--- config.mk ---
export PLATFORM = sky130hd
export DESIGN_NAME = fifo_queue_with_search
export DESIGN_NICKNAME = d
export VERILOG_FILES = /design/src/hdl/fifoq_pkg.sv /design/src/hdl/fifoq_cell.sv /design/src/hdl/fifoq_fold.sv /design/src/hdl/fifo_queue_with_search.sv
export SDC_FILE = /design/constraint.sdc
export NUM_CORES = 1
export LEC_CHECK = 0
export BUFFER_PORTS_ARGS = -buffer_cell sky130_fd_sc_hd__buf_2
export CORE_AREA = 10 10 370 300
export CTS_CLUSTER_DIAMETER = 120
export CTS_CLUSTER_SIZE = 16
export DETAILED_ROUTE_END_ITERATION = 10
export DIE_AREA = 0 0 380 310
export PLACE_DENSITY_LB_ADDON = 0.2
export SLEW_MARGIN = 10
export SYNTH_ARGS = -nofsm -noshare
export SYNTH_HDL_FRONTEND = slang
export SYNTH_SLANG_ARGS = --single-unit
export TNS_END_PERCENT = 20
--- constraint.sdc ---
create_clock -name clk -period 8 [get_ports clk]
set_input_delay 2 -clock clk [delete_from_list [all_inputs] [get_ports clk]]
set_output_delay 2 -clock clk [all_outputs]
set_load 0.05 [all_outputs]
--- src/hdl/fifoq_pkg.sv ---
// Shared types and codes for the searchable FIFO queue.
package fifoq_pkg;

  // Command codes
  localparam logic [2:0] CMD_PUSH   = 3'd0;
  localparam logic [2:0] CMD_POP    = 3'd1;
  localparam logic [2:0] CMD_PEEK   = 3'd2;
  localparam logic [2:0] CMD_CLEAR  = 3'd3;
  localparam logic [2:0] CMD_SEARCH = 3'd4;

  // Status codes
  localparam logic [1:0] ST_OK    = 2'd0;
  localparam logic [1:0] ST_EMPTY = 2'd1;
  localparam logic [1:0] ST_FULL  = 2'd2;

  // Width of the occupancy field
  localparam int OCC_W = 5;

  typedef struct packed {
    logic [2:0]         command;
    logic signed [31:0] value;
  } in_item_t;

  typedef struct packed {
    logic [1:0]         status;
    logic signed [31:0] data;
    logic               found;
    logic [OCC_W-1:0]   occupancy;
    logic               is_empty;
  } out_item_t;

  // Controls shared by every storage cell
  typedef struct packed {
    logic shift;  // take the neighbor's value (pop)
    logic cmp;    // register the compare against the search key
  } cell_ctrl_t;

endpackage

--- src/hdl/fifoq_cell.sv ---
// One storage cell of the queue chain: holds a value and compares it with a key.
module fifoq_cell (
  input  logic                  clk,
  input  logic                  rst_n,
  input  fifoq_pkg::cell_ctrl_t ctrl,
  input  logic                  load,
  input  logic                  valid,
  input  logic signed [31:0]    push_value,
  input  logic signed [31:0]    next_value,
  input  logic signed [31:0]    key,
  output logic signed [31:0]    value,
  output logic                  match
);

  logic signed [31:0] data_r;
  logic               match_r;

  // Write a pushed value, or advance from the neighbor on pop
  always_ff @(posedge clk) begin
    if (load) begin
      data_r <= push_value;
    end else if (ctrl.shift) begin
      data_r <= next_value;
    end
  end

  // Capture the compare result for a search
  always_ff @(posedge clk) begin
    if (!rst_n) begin
      match_r <= 1'b0;
    end else if (ctrl.cmp) begin
      match_r <= valid && (data_r == key);
    end
  end

  assign value = data_r;
  assign match = match_r;

endmodule

--- src/hdl/fifoq_fold.sv ---
// Registered OR tree that folds the per-cell match bits eight at a time.
module fifoq_fold #(
  parameter int DEPTH = 16
) (
  input  logic             clk,
  input  logic             rst_n,
  input  logic             start,
  input  logic [DEPTH-1:0] match,
  output logic             done,
  output logic             found
);

  localparam int STEPS = ($clog2(DEPTH) + 2) / 3;
  localparam int CNT_W = $clog2(STEPS + 1);

  logic [DEPTH-1:0]   fold_r;
  logic [DEPTH-1:0]   src;
  logic [DEPTH-1:0]   fold_nxt;
  logic [8*DEPTH-1:0] padded;
  logic [CNT_W-1:0]   cnt_r;
  logic               busy_r;

  // Start from the cell bits, then from the last partial result
  assign src    = start ? match : fold_r;
  assign padded = {{(7*DEPTH){1'b0}}, src};

  // Reduce each group of eight bits to one
  always_comb begin
    for (int i = 0; i < DEPTH; i++) begin
      fold_nxt[i] = |padded[8*i +: 8];
    end
  end

  assign done  = busy_r && (cnt_r == CNT_W'(STEPS));
  assign found = fold_r[0];

  // Advance one tree level per cycle
  always_ff @(posedge clk) begin
    if (!rst_n) begin
      busy_r <= 1'b0;
      cnt_r  <= '0;
    end else if (start) begin
      busy_r <= 1'b1;
      cnt_r  <= CNT_W'(1);
    end else if (done) begin
      busy_r <= 1'b0;
    end else if (busy_r) begin
      cnt_r <= cnt_r + CNT_W'(1);
    end
  end

  always_ff @(posedge clk) begin
    if (start || (busy_r && !done)) begin
      fold_r <= fold_nxt;
    end
  end

endmodule

--- src/hdl/fifo_queue_with_search.sv ---
// Top level of the searchable FIFO queue: cell chain, control and result register.
//
// A bounded FIFO of DEPTH signed 32-bit values held in a chain of cells, oldest
// entry in the first cell. Each input item is one command (push, pop, peek,
// clear, search) and yields exactly one result item with status, data, found,
// occupancy and an empty flag. Push, pop, peek, clear and unused codes finish
// in the accepting cycle and their result is registered, so a new item can be
// taken every cycle while the result register drains. Search compares every
// cell at once and then ORs the match bits through a registered tree of
// eight-input stages, one level per cycle, so no new item is taken until the
// search result is registered. The occupancy field carries the low five bits
// of the entry count. Popping shifts every cell toward the head at once.
module fifo_queue_with_search #(
  parameter int DEPTH = 16
) (
  input  logic                 clk,
  input  logic                 rst_n,
  input  logic                 in_valid,
  output logic                 in_ready,
  input  fifoq_pkg::in_item_t  in_data,
  output logic                 out_valid,
  input  logic                 out_ready,
  output fifoq_pkg::out_item_t out_data
);

  localparam int CNT_W = $clog2(DEPTH + 1);

  localparam logic [1:0] S_IDLE = 2'd0;
  localparam logic [1:0] S_CMP  = 2'd1;
  localparam logic [1:0] S_FOLD = 2'd2;

  logic [1:0]            state_r, state_nxt;
  logic [CNT_W-1:0]      count_r, count_nxt;
  logic                  out_valid_r;
  fifoq_pkg::out_item_t  out_r, res;
  logic                  accept;
  logic                  empty, full;
  logic                  do_push;
  fifoq_pkg::cell_ctrl_t ctrl;
  logic signed [31:0]    cell_value [DEPTH];
  logic [DEPTH-1:0]      cell_match;
  logic                  fold_done, fold_found;
  logic [CNT_W+fifoq_pkg::OCC_W-1:0] occ_wide;
  logic [CNT_W+fifoq_pkg::OCC_W-1:0] occ_cur_wide;
  logic [fifoq_pkg::OCC_W-1:0]       occ_wide_cur;

  assign in_ready = (state_r == S_IDLE) && (!out_valid_r || out_ready);
  assign accept   = in_valid && in_ready;
  assign empty    = (count_r == '0);
  assign full     = (count_r == CNT_W'(DEPTH));

  assign do_push    = accept && (in_data.command == fifoq_pkg::CMD_PUSH) && !full;
  assign ctrl.shift = accept && (in_data.command == fifoq_pkg::CMD_POP) && !empty;
  assign ctrl.cmp   = accept && (in_data.command == fifoq_pkg::CMD_SEARCH);

  // Build the cell chain
  for (genvar i = 0; i < DEPTH; i++) begin : g_cell
    localparam logic [CNT_W-1:0] IDX = CNT_W'(i);
    logic signed [31:0] next_value;
    if (i == DEPTH - 1) begin : g_last
      assign next_value = cell_value[i];
    end else begin : g_mid
      assign next_value = cell_value[i+1];
    end
    fifoq_cell u_cell (
      .clk        (clk),
      .rst_n      (rst_n),
      .ctrl       (ctrl),
      .load       (do_push && (count_r == IDX)),
      .valid      (IDX < count_r),
      .push_value (in_data.value),
      .next_value (next_value),
      .key        (in_data.value),
      .value      (cell_value[i]),
      .match      (cell_match[i])
    );
  end

  fifoq_fold #(
    .DEPTH (DEPTH)
  ) u_fold (
    .clk   (clk),
    .rst_n (rst_n),
    .start (state_r == S_CMP),
    .match (cell_match),
    .done  (fold_done),
    .found (fold_found)
  );

  // Work out the next count and the immediate result
  always_comb begin
    count_nxt    = count_r;
    res.status   = fifoq_pkg::ST_OK;
    res.data     = '0;
    res.found    = 1'b0;
    case (in_data.command)
      fifoq_pkg::CMD_PUSH: begin
        if (full) begin
          res.status = fifoq_pkg::ST_FULL;
        end else begin
          count_nxt = count_r + CNT_W'(1);
        end
      end
      fifoq_pkg::CMD_POP: begin
        if (empty) begin
          res.status = fifoq_pkg::ST_EMPTY;
        end else begin
          res.data  = cell_value[0];
          count_nxt = count_r - CNT_W'(1);
        end
      end
      fifoq_pkg::CMD_PEEK: begin
        if (empty) begin
          res.status = fifoq_pkg::ST_EMPTY;
        end else begin
          res.data = cell_value[0];
        end
      end
      fifoq_pkg::CMD_CLEAR: begin
        count_nxt = '0;
      end
      default: begin
      end
    endcase
    occ_wide      = {{fifoq_pkg::OCC_W{1'b0}}, count_nxt};
    res.occupancy = occ_wide[fifoq_pkg::OCC_W-1:0];
    res.is_empty  = (count_nxt == '0);
  end

  // Sequence a search through compare and fold
  always_comb begin
    state_nxt = state_r;
    case (state_r)
      S_IDLE: begin
        if (ctrl.cmp) begin
          state_nxt = S_CMP;
        end
      end
      S_CMP: begin
        state_nxt = S_FOLD;
      end
      S_FOLD: begin
        if (fold_done) begin
          state_nxt = S_IDLE;
        end
      end
      default: begin
        state_nxt = S_IDLE;
      end
    endcase
  end

  always_ff @(posedge clk) begin
    if (!rst_n) begin
      state_r     <= S_IDLE;
      count_r     <= '0;
      out_valid_r <= 1'b0;
    end else begin
      state_r <= state_nxt;
      if (accept) begin
        count_r <= count_nxt;
      end
      // Hold the result until taken; load a new one when ready
      if ((accept && !ctrl.cmp) || (state_r == S_FOLD && fold_done)) begin
        out_valid_r <= 1'b1;
      end else if (out_ready) begin
        out_valid_r <= 1'b0;
      end
    end
  end

  // Occupancy of the unchanged queue for a search result
  assign occ_cur_wide = {{fifoq_pkg::OCC_W{1'b0}}, count_r};
  assign occ_wide_cur = occ_cur_wide[fifoq_pkg::OCC_W-1:0];

  // Result payload
  always_ff @(posedge clk) begin
    if (accept && !ctrl.cmp) begin
      out_r <= res;
    end else if (state_r == S_FOLD && fold_done) begin
      out_r.status   <= fifoq_pkg::ST_OK;
      out_r.data     <= '0;
      out_r.found    <= fold_found;
      out_r.occupancy <= occ_wide_cur;
      out_r.is_empty <= empty;
    end
  end

  assign out_valid = out_valid_r;
  assign out_data  = out_r;

endmodule
==> flow_summary.yaml, run 1 <==
pwr:
  peakVddDrop_mv: 0.143
  power_density_mw_per_mm2: 184
  power.leakage_uw: 0.0105
cts:
  postCtsHoldBufs: 0
  cts_setup_buffers: 0
  clk_pin_slew_ps: 80
  numClockSinks: 582
  cts_made_buffers: 42
  clk_path_buf_depth: 3
  cts_tree: "yes"
  post_cts_resized: 0
  htreeDepth: 2
  clk_root_buffer_cell: "clkbuf_16"
  clkLatencyLatePin_ps: 610
timing:
  period_share: 0.597
  rsz0062_at_grt: "false"
  clock.fmax_mhz: 209
  worst_slack_ps: 3230
  max_slew_margin: 0.220
  fin_crit_ps: 4770
  tns_ps: 0
  hold_viol_final: 0
  setup_viol: 0
  slew_viol_final: 0
  worst_pin_slew_ps: 1170
  clock_skew_ps: 25.3
worst_setup_path:
  cp.required_ps: 8270
  setup.worst_path.start_class: "input pin"
  critPathArrivalTime_ps: 5050
  cp_max_fo: 26
  slowest_stage: "and3_1"
  cpPeakStageDelay_ps: 850
  path_class: "in2reg"
  path_cells: "buf_2, nor3_4, nand4_4, nor2_1, and3_1, buf_4, nand2b_1, buf_4"
  path_common_cell: "buf_4"
  endpoint_kind: "flop"
  critPathTopFamily: "simple AND/OR/NAND/NOR gates"
  crit_buf_inv: 3
routing:
  ant_nets: 0
  drc: 0
  wirelength_mm: 94.4
  drt-initial-drc-count: 1395
  drt-pass1-iter-count: 5
  vias_per_cell: 4.89
  vias: 17758
  post_drt_wl_per_cell_um: 26.0
synthesis:
  ys_ff_latch: 582
  synth_nets: 2250
  ys_seq_area_frac: 0.557
  synth_ff_type: "edfxtp_1"
  async_flop_share: 0
  synth_warnings: 0
  synth_cell_type_count: 67
  synth_edf_count: 554
  netlist_area_mm2: 0.0309
  synthCells: 2205
  avgSynthCellArea_um2: 14.0
finish:
  layout-drive-gt1-share: 0.308
  fin_nets: 2237
  n_fill_cell: 10266
  final_common_cell: "edfxtp_1"
  most-common-layout-cells: "edfxtp_1, xnor2_1, mux2_2"
  area.growth.synth_to_final_pct: 9.66
  n_antenna_cell: 0
floorplanning:
  start_util: 0.298
  die_w_um: 380
  core_mm2: 0.104
  die_area_mm2: 0.118
  die_h_um: 310
  std_cell_rows: 106
  io_pins: 82
flow_run:
  drv_cap: 0
worst_hold_path:
  hp-class: "reg2reg"
placement:
  gp_congestion: 0.814
  dp_hpwl_mm: 66.8
  io_buffers: 81
  place_ws_ps: 2630
grt:
  grt_usage: 0.155
  first_global_vias: 18855
  grt_max_degree: 42
  antenna_found_initial: 6
  grt_pass1_wl_mm: 137
  grt_remaining_overflow: 0
status:
  outcome: "completed"
==> per-stage QoR <==
stage                      util  total power, uW  cell area, um2  hold slack (ps)  cells
final                     0.326             6240           33800              467   3629
after global routing      0.326             6460           33800              483   3629
after CTS                 0.326             6310           33800              468   3629
after detailed placement  0.314             4100           32600              459   3552
after global placement    0.314             4100           32600              451   3552
after floorplan               -             3880           30900              435   2205
==> cell type report <==
cell class              count  area (um2)  share of cell area
flip-flops and latches    582       17200               0.508
multi-input cells        1412       12700               0.375
inverters                   7        26.3            0.000776
well taps                1404        1760              0.0519
clock buffers              75        1240              0.0366
repair buffers            147         901              0.0266
clock inverters             2        38.8             0.00115
==> worst reg2reg max path, stage by stage (launching register included) <==
cell and delay [ps]:
dfxtp_1 580, inv_1 250, ha_1 570, nor3b_1 720
and2_1 660, buf_4 350, nand2b_1 140, buf_4 390
==> path summary, 6_finish.rpt <==
path                                        start                                    to  slack [ps]  depth (start not counted)
min          g_cell[12].u_cell.match$_SDFFE_PN0P_  g_cell[12].u_cell.match$_SDFFE_PN0P_         470                          2
min reg2reg  g_cell[12].u_cell.match$_SDFFE_PN0P_  g_cell[12].u_cell.match$_SDFFE_PN0P_         470                          2
max reg2reg               count_r[1]$_SDFFE_PN0P_   g_cell[0].u_cell.value[7]$_DFFE_PP_        3960                          7
max                                   in_data[33]  g_cell[6].u_cell.value[11]$_DFFE_PP_        3230                          8
==> per-layer routing <==
layer,part of all wire,up-vias,track usage
met3,0.042,80,0.0215
met2,0.45,361,0.245
met1,0.49,9276,0.228
li1,-,8035,-
met5,0.00039,-,0
met4,0.013,6,0.0260
==> flip-flops by register name, summed over array words and instances (netlist names) <==
| name | flops |
|---|---|
| count_r | 5 |
| g_cell.u_cell.match | 16 |
| g_cell.u_cell.value | 512 |
| out_data | 41 |
| out_valid | 1 |
| state_r | 2 |
| u_fold.busy_r | 1 |
| u_fold.cnt_r | 2 |
| u_fold.fold_r | 2 |
==> Yosys cell counts (2+ instances only) <==
cell type / n / area share
inv_1: 7 / 0.00085
a21oi_1: 11 / 0.0018
buf_12: 2 / 0.0013
nor4_1: 33 / 0.0067
a31oi_1: 2 / 0.00041
a32oi_1: 4 / 0.0011
nand2b_1: 13 / 0.0026
mux2_2: 443 / 0.16
nor4b_1: 2 / 0.00057
buf_1: 8 / 0.00097
nor2_1: 21 / 0.0026
nand4b_1: 2 / 0.00057
nand3b_1: 2 / 0.00049
xor2_1: 49 / 0.014
buf_4: 18 / 0.0044
a211o_1: 2 / 0.00057
dfxtp_1: 28 / 0.018
o211a_1: 5 / 0.0016
nand2_1: 40 / 0.0049
nand4_2: 5 / 0.0020
nor2b_1: 6 / 0.0012
o21ai_0: 10 / 0.0016
nor3_1: 21 / 0.0034
nor3b_1: 5 / 0.0012
and3_1: 9 / 0.0018
mux2i_1: 2 / 0.00065
a211oi_1: 3 / 0.00073
a2111oi_0: 2 / 0.00057
buf_6: 3 / 0.0011
clkbuf_1: 110 / 0.013
edfxtp_1: 554 / 0.54
buf_2: 62 / 0.010
xnor2_1: 465 / 0.13
nand3_1: 8 / 0.0013
and2_1: 36 / 0.0073
mux2_1: 8 / 0.0029
a21boi_0: 14 / 0.0034
ha_1: 6 / 0.0024
a22o_1: 2 / 0.00057
or4_1: 4 / 0.00097
nand3_2: 2 / 0.00065
or3_1: 2 / 0.00041
nand4_1: 124 / 0.025
mux2_4: 27 / 0.013
==> power by group <==
group | internal [uW] | total (uW) | leakage, uW | switching [uW]
Combinational | 198 | 606 | 0.00463 | 408
Sequential | 3380 | 3420 | 0.00527 | 46.8
Clock | 1090 | 2210 | 0.000608 | 1130
==> cell families after synthesis <==
kind of cell / Yosys count / share of synthesized area
AO/OA/AOI/OAI: 66 / 0.0158
XOR/XNOR: 514 / 0.146
adder cells (fa/ha/maj): 6 / 0.00243
buffers and inverters: 211 / 0.0322
flip-flops: 582 / 0.557
multiplexers: 480 / 0.178
AND/OR/NAND/NOR: 346 / 0.0684
(Power assumes the default switching activity.)
==> run 2: changes to the inputs <==
==> constraint.sdc (replaced) <==
create_clock -name clk -period 4.21 [get_ports clk]
set_input_delay 1.0525 -clock clk [delete_from_list [all_inputs] [get_ports clk]]
set_output_delay 1.0525 -clock clk [all_outputs]
set_load 0.05 [all_outputs]
==> run 2 against run 1 <==
Die area did not move. Count of clock-buffer cells in the layout unchanged. Utilization rose by 0.51 points. Worst hold slack worse by 0.80 ps. Sequential share of layout area fell by 0.78 points. Power grew 89%. Combinational power up 98%. Clock skew about the same.
==> flow_summary.yaml, run 2 (synthesis results as in run 1) <==
timing:
  slew_viol_final: 0
  hold_viol_final: 0
  setup_viol: 0
  fin_crit_ps: 3410
  clock_skew_ps: 25.6
  period_share: 0.811
  worst_pin_slew_ps: 1110
  worst_slack_ps: 797
  rsz0062_at_grt: "false"
  clock.fmax_mhz: 293
  max_slew_margin: 0.257
  tns_ps: 0
worst_setup_path:
  cp.required_ps: 4550
  ff2ff_setup_slack_ps: 800
  path_class: "reg2reg"
  rr_worst_depth: 8
  endpoint_kind: "flop"
  critPathArrivalTime_ps: 3750
  r2r-start: "count_r[0]$_SDFFE_PN0P_"
  path_cells: "inv_1, ha_1, buf_4, nor3b_1, buf_4, and2_1, buf_4, mux2_2"
  critPathTopFamily: "buffers and inverters"
  cp_max_fo: 32
  setup.worst_path.start_class: "flop"
  path_depth: 8
  cpPeakStageDelay_ps: 630
  path_common_cell: "buf_4"
  slowest_stage: "nor3b_1"
  crit_buf_inv: 4
  r2r-end: "g_cell[0].u_cell.value[12]$_DFFE_PP_"
routing:
  drt-pass1-iter-count: 5
  ant_nets: 0
  drt-initial-drc-count: 1396
  wirelength_mm: 95.5
  vias_per_cell: 4.84
  drc: 0
  post_drt_wl_per_cell_um: 25.9
  vias: 17819
worst_hold_path:
  min_delay_worst_endpoint: "g_cell[2].u_cell.match$_SDFFE_PN0P_"
  min_path_cells: 2
  hp-class: "reg2reg"
  min_from: "g_cell[2].u_cell.match$_SDFFE_PN0P_"
placement:
  io_buffers: 81
  gp_congestion: 0.827
  dp_hpwl_mm: 69.9
  place_ws_ps: 762
cts:
  post_cts_resized: 0
  postCtsHoldBufs: 0
  clk_root_buffer_cell: "clkbuf_16"
  cts_made_buffers: 42
  clk_pin_slew_ps: 80
  clkLatencyLatePin_ps: 610
  cts_setup_buffers: 0
  htreeDepth: 2
  clk_path_buf_depth: 3
  numClockSinks: 582
  cts_tree: "yes"
grt:
  grt_usage: 0.158
  grt_pass1_wl_mm: 138
  antenna_found_initial: 4
  grt_max_degree: 42
  grt_remaining_overflow: 0
  first_global_vias: 18698
pwr:
  finalPower_uw: 11800
  peakVddDrop_mv: 0.268
  power.leakage_uw: 0.0108
  power_density_mw_per_mm2: 343
floorplanning:
  std_cell_rows: 106
  io_pins: 82
  die_h_um: 310
  start_util: 0.298
  die_area_mm2: 0.118
  die_w_um: 380
  core_mm2: 0.104
finish:
  multiInputGateArea_mm2: 0.0127
  layout-drive-gt1-share: 0.323
  n_fill_cell: 10288
  final_common_cell: "edfxtp_1"
  seqCellArea_mm2: 0.0172
  fin_nets: 2287
  largest_reg_flops: 512
  most-common-layout-cells: "edfxtp_1, xnor2_1, mux2_2"
  area.growth.synth_to_final_pct: 11.4
flow_run:
  drv_cap: 0
status:
  outcome: "completed"
-- run 2: power breakdown --
group	leakage (uW)	switching [uW]	internal [uW]	total (uW)
combinational	0.00493	788	412	1200
clock	0.000577	2150	1940	4090
sequential	0.00527	95.6	6410	6510
-- run 2: per-layer routing --
layer  wire length (um)  GRT usage  share of wire  up-vias
met2              42500      0.246           0.45      459
met4               1300     0.0273          0.014        6
met3               5180     0.0261          0.054       87
met1              46400      0.231           0.49     9136
li1                   -          -              -     8131
met5                 43          0        0.00045        -
-- run 2: worst min-delay path, stage by stage, from the launching register on --
cell and delay, ps:
dfxtp_1 310, nand2_1 50, a21boi_0 60
-- run 2: how the worst max path moves through the flow --
stage                       startpoint                                     to
3_5_place_dp               in_data[33]   g_cell[14].u_cell.value[7]$_DFFE_PP_
4_1_cts        count_r[0]$_SDFFE_PN0P_   g_cell[0].u_cell.value[16]$_DFFE_PP_
6_report       count_r[0]$_SDFFE_PN0P_   g_cell[0].u_cell.value[12]$_DFFE_PP_
3_3_place_gp               in_data[33]  g_cell[14].u_cell.value[10]$_DFFE_PP_
5_1_grt        count_r[0]$_SDFFE_PN0P_   g_cell[0].u_cell.value[16]$_DFFE_PP_
2_1_floorplan              in_data[33]   g_cell[15].u_cell.value[0]$_DFFE_PP_
-- run 2: layout make-up --
type,count,area share
Sequential cell,582,0.500
Inverter,7,0.000764
Clock inverter,2,0.000510
Tap cell,1404,0.0511
Timing Repair Buffer,197,0.0433
Multi-Input combinational cell,1412,0.369
Antenna cell,1,0.0000728
Clock buffer,75,0.0348
-- run 2: stage by stage --
stage	hold slack (ps)	area, um2	util	cells
after global placement	448	33200	0.320	3602
after detailed placement	458	33200	0.320	3602
after CTS	467	34400	0.331	3679
after global routing	486	34400	0.331	3679
final	466	34400	0.331	3680
after floorplan	435	30900	-	2205
==> run 3: changes to the inputs <==
==> constraint.sdc (replaced) <==
create_clock -name clk -period 3.26 [get_ports clk]
set_input_delay 0.815 -clock clk [delete_from_list [all_inputs] [get_ports clk]]
set_output_delay 0.815 -clock clk [all_outputs]
set_load 0.05 [all_outputs]
==> run 3 against run 2 <==
Flip-flop and latch count stayed put. Cell count is 0.92% higher. Setup slack worse by 200 ps. Power is 31% higher. First-iteration DRC count is 17% higher. Clock skew is 14 ps lower. Wire length is 0.41% higher. Via count is 1.9% higher. Non-clock buffer count is 34 higher. Critical path type unchanged. Cell area is 1.8% higher. Utilization is 0.61 points higher. Critical endpoint is now g_cell[6].u_cell.value[3]$_DFFE_PP_. Clock power is 34% higher.
==> flow_summary.yaml, run 3 (synthesis results as in run 1) <==
worst_setup_path:
  slowest_stage: "dfxtp_1"
  path_cells: "inv_1, nor2_1, and3_1, buf_12, nand2b_1, buf_4"
  path_class: "reg2reg"
  cpPeakStageDelay_ps: 630
  cp_max_fo: 26
  critPathArrivalTime_ps: 2970
  cp.required_ps: 3570
  endpoint_kind: "flop"
  setup.worst_path.start_class: "flop"
pwr:
  peakVddDrop_mv: 0.299
  power_density_mw_per_mm2: 443
  power.leakage_uw: 0.0111
timing:
  tns_ps: 0
  clock_skew_ps: 11.8
  hold_viol_final: 0
  rsz0062_at_grt: "false"
  max_slew_margin: 0.361
  hold_ws_ps: 469
  period_share: 0.816
  clock.fmax_mhz: 376
  setup_viol: 0
  slew_viol_final: 0
  worst_pin_slew_ps: 958
  fin_crit_ps: 2660
finish:
  largest_reg_flops: 512
  fin_nets: 2321
  final_common_cell: "edfxtp_1"
  most-common-layout-cells: "edfxtp_1, xnor2_1, mux2_2"
  n_antenna_cell: 0
  fin_area_mm2: 0.0350
  layout-drive-gt1-share: 0.334
  n_fill_cell: 10203
  area.growth.synth_to_final_pct: 13.4
placement:
  io_buffers: 81
  gp_congestion: 0.814
  placed_cell_area_mm2: 0.0337
  dp_hpwl_mm: 70.2
cts:
  post_cts_resized: 0
  clk_pin_slew_ps: 80
  cts_setup_buffers: 0
  numClockSinks: 582
  clk_path_buf_depth: 3
  cts_made_buffers: 42
  cts_tree: "yes"
  htreeDepth: 2
  postCtsHoldBufs: 0
  clkLatencyLatePin_ps: 610
  clk_root_buffer_cell: "clkbuf_16"
grt:
  grtUsageMet2: 0.246
  busiest_layer: "met2"
  grtUsageMet3: 0.0247
  grt_util_met1: 0.232
  antenna_found_initial: 4
  grt_max_degree: 42
  grt_pass1_wl_mm: 139
  grt_usage: 0.158
  grt_remaining_overflow: 0
  first_global_vias: 18897
status:
  outcome: "completed"
routing:
  drt-pass1-iter-count: 8
  ant_nets: 0
  drc: 0
  vias: 18162
  post_drt_wl_per_cell_um: 25.8
  drt-initial-drc-count: 1636
  vias_per_cell: 4.89
  wirelength_mm: 95.9
floorplanning:
  die_w_um: 380
  die_area_mm2: 0.118
  core_mm2: 0.104
  die_h_um: 310
  io_pins: 82
  std_cell_rows: 106
  start_util: 0.298
worst_hold_path:
  hp-class: "reg2reg"
flow_run:
  drv_cap: 0
run 3: cell type report:
class | instances | area, um2 | share of cell area
inverters | 7 | 26.3 | 0.000751
clock inverters | 2 | 38.8 | 0.00111
well taps | 1404 | 1760 | 0.0502
multi-input cells | 1412 | 12700 | 0.363
clock buffers | 76 | 1240 | 0.0355
repair buffers | 231 | 2040 | 0.0584
flip-flops and latches | 582 | 17200 | 0.491
run 3: final timing paths:
kind	depth (start not counted)	startpoint	slack, ps	endpoint
max	6	count_r[2]$_SDFFE_PN0P_	600	g_cell[6].u_cell.value[3]$_DFFE_PP_
min	2	g_cell[12].u_cell.match$_SDFFE_PN0P_	470	g_cell[12].u_cell.match$_SDFFE_PN0P_
max reg2reg	6	count_r[2]$_SDFFE_PN0P_	600	g_cell[6].u_cell.value[3]$_DFFE_PP_
min reg2reg	2	g_cell[12].u_cell.match$_SDFFE_PN0P_	470	g_cell[12].u_cell.match$_SDFFE_PN0P_
run 3: worst max-delay path: cells and delay by family, from the launching register on:
family / cells / cell delay [ps]
simple gates: 3 / 1050
buf+inv: 3 / 690
flops: 1 / 630
run 3: metrics by stage:
stage                util  setup WS (ps)  total power, uW  instances
floorplan               -          -64.5             9520       2205
global placement    0.325            146            10200       3636
detailed placement  0.325            155            10200       3636
CTS                 0.337            641            15700       3714
global route        0.337            475            16000       3714
finish              0.337            600            15500       3714
run 3: power breakdown:
group / leakage (uW) / total, uW / switching [uW] / internal, uW
Clock: 0.000609 / 5470 / 2800 / 2670
Sequential: 0.00527 / 8390 / 112 / 8280
Combinational: 0.00519 / 1630 / 1050 / 587
run 3: per-layer routing:
metal / vias to the layer above / wire (um)
li1: 8199 / -
met1: 9468 / 47100
met2: 412 / 42900
met3: 83 / 4590
met4: 0 / 1370
met5: - / 0
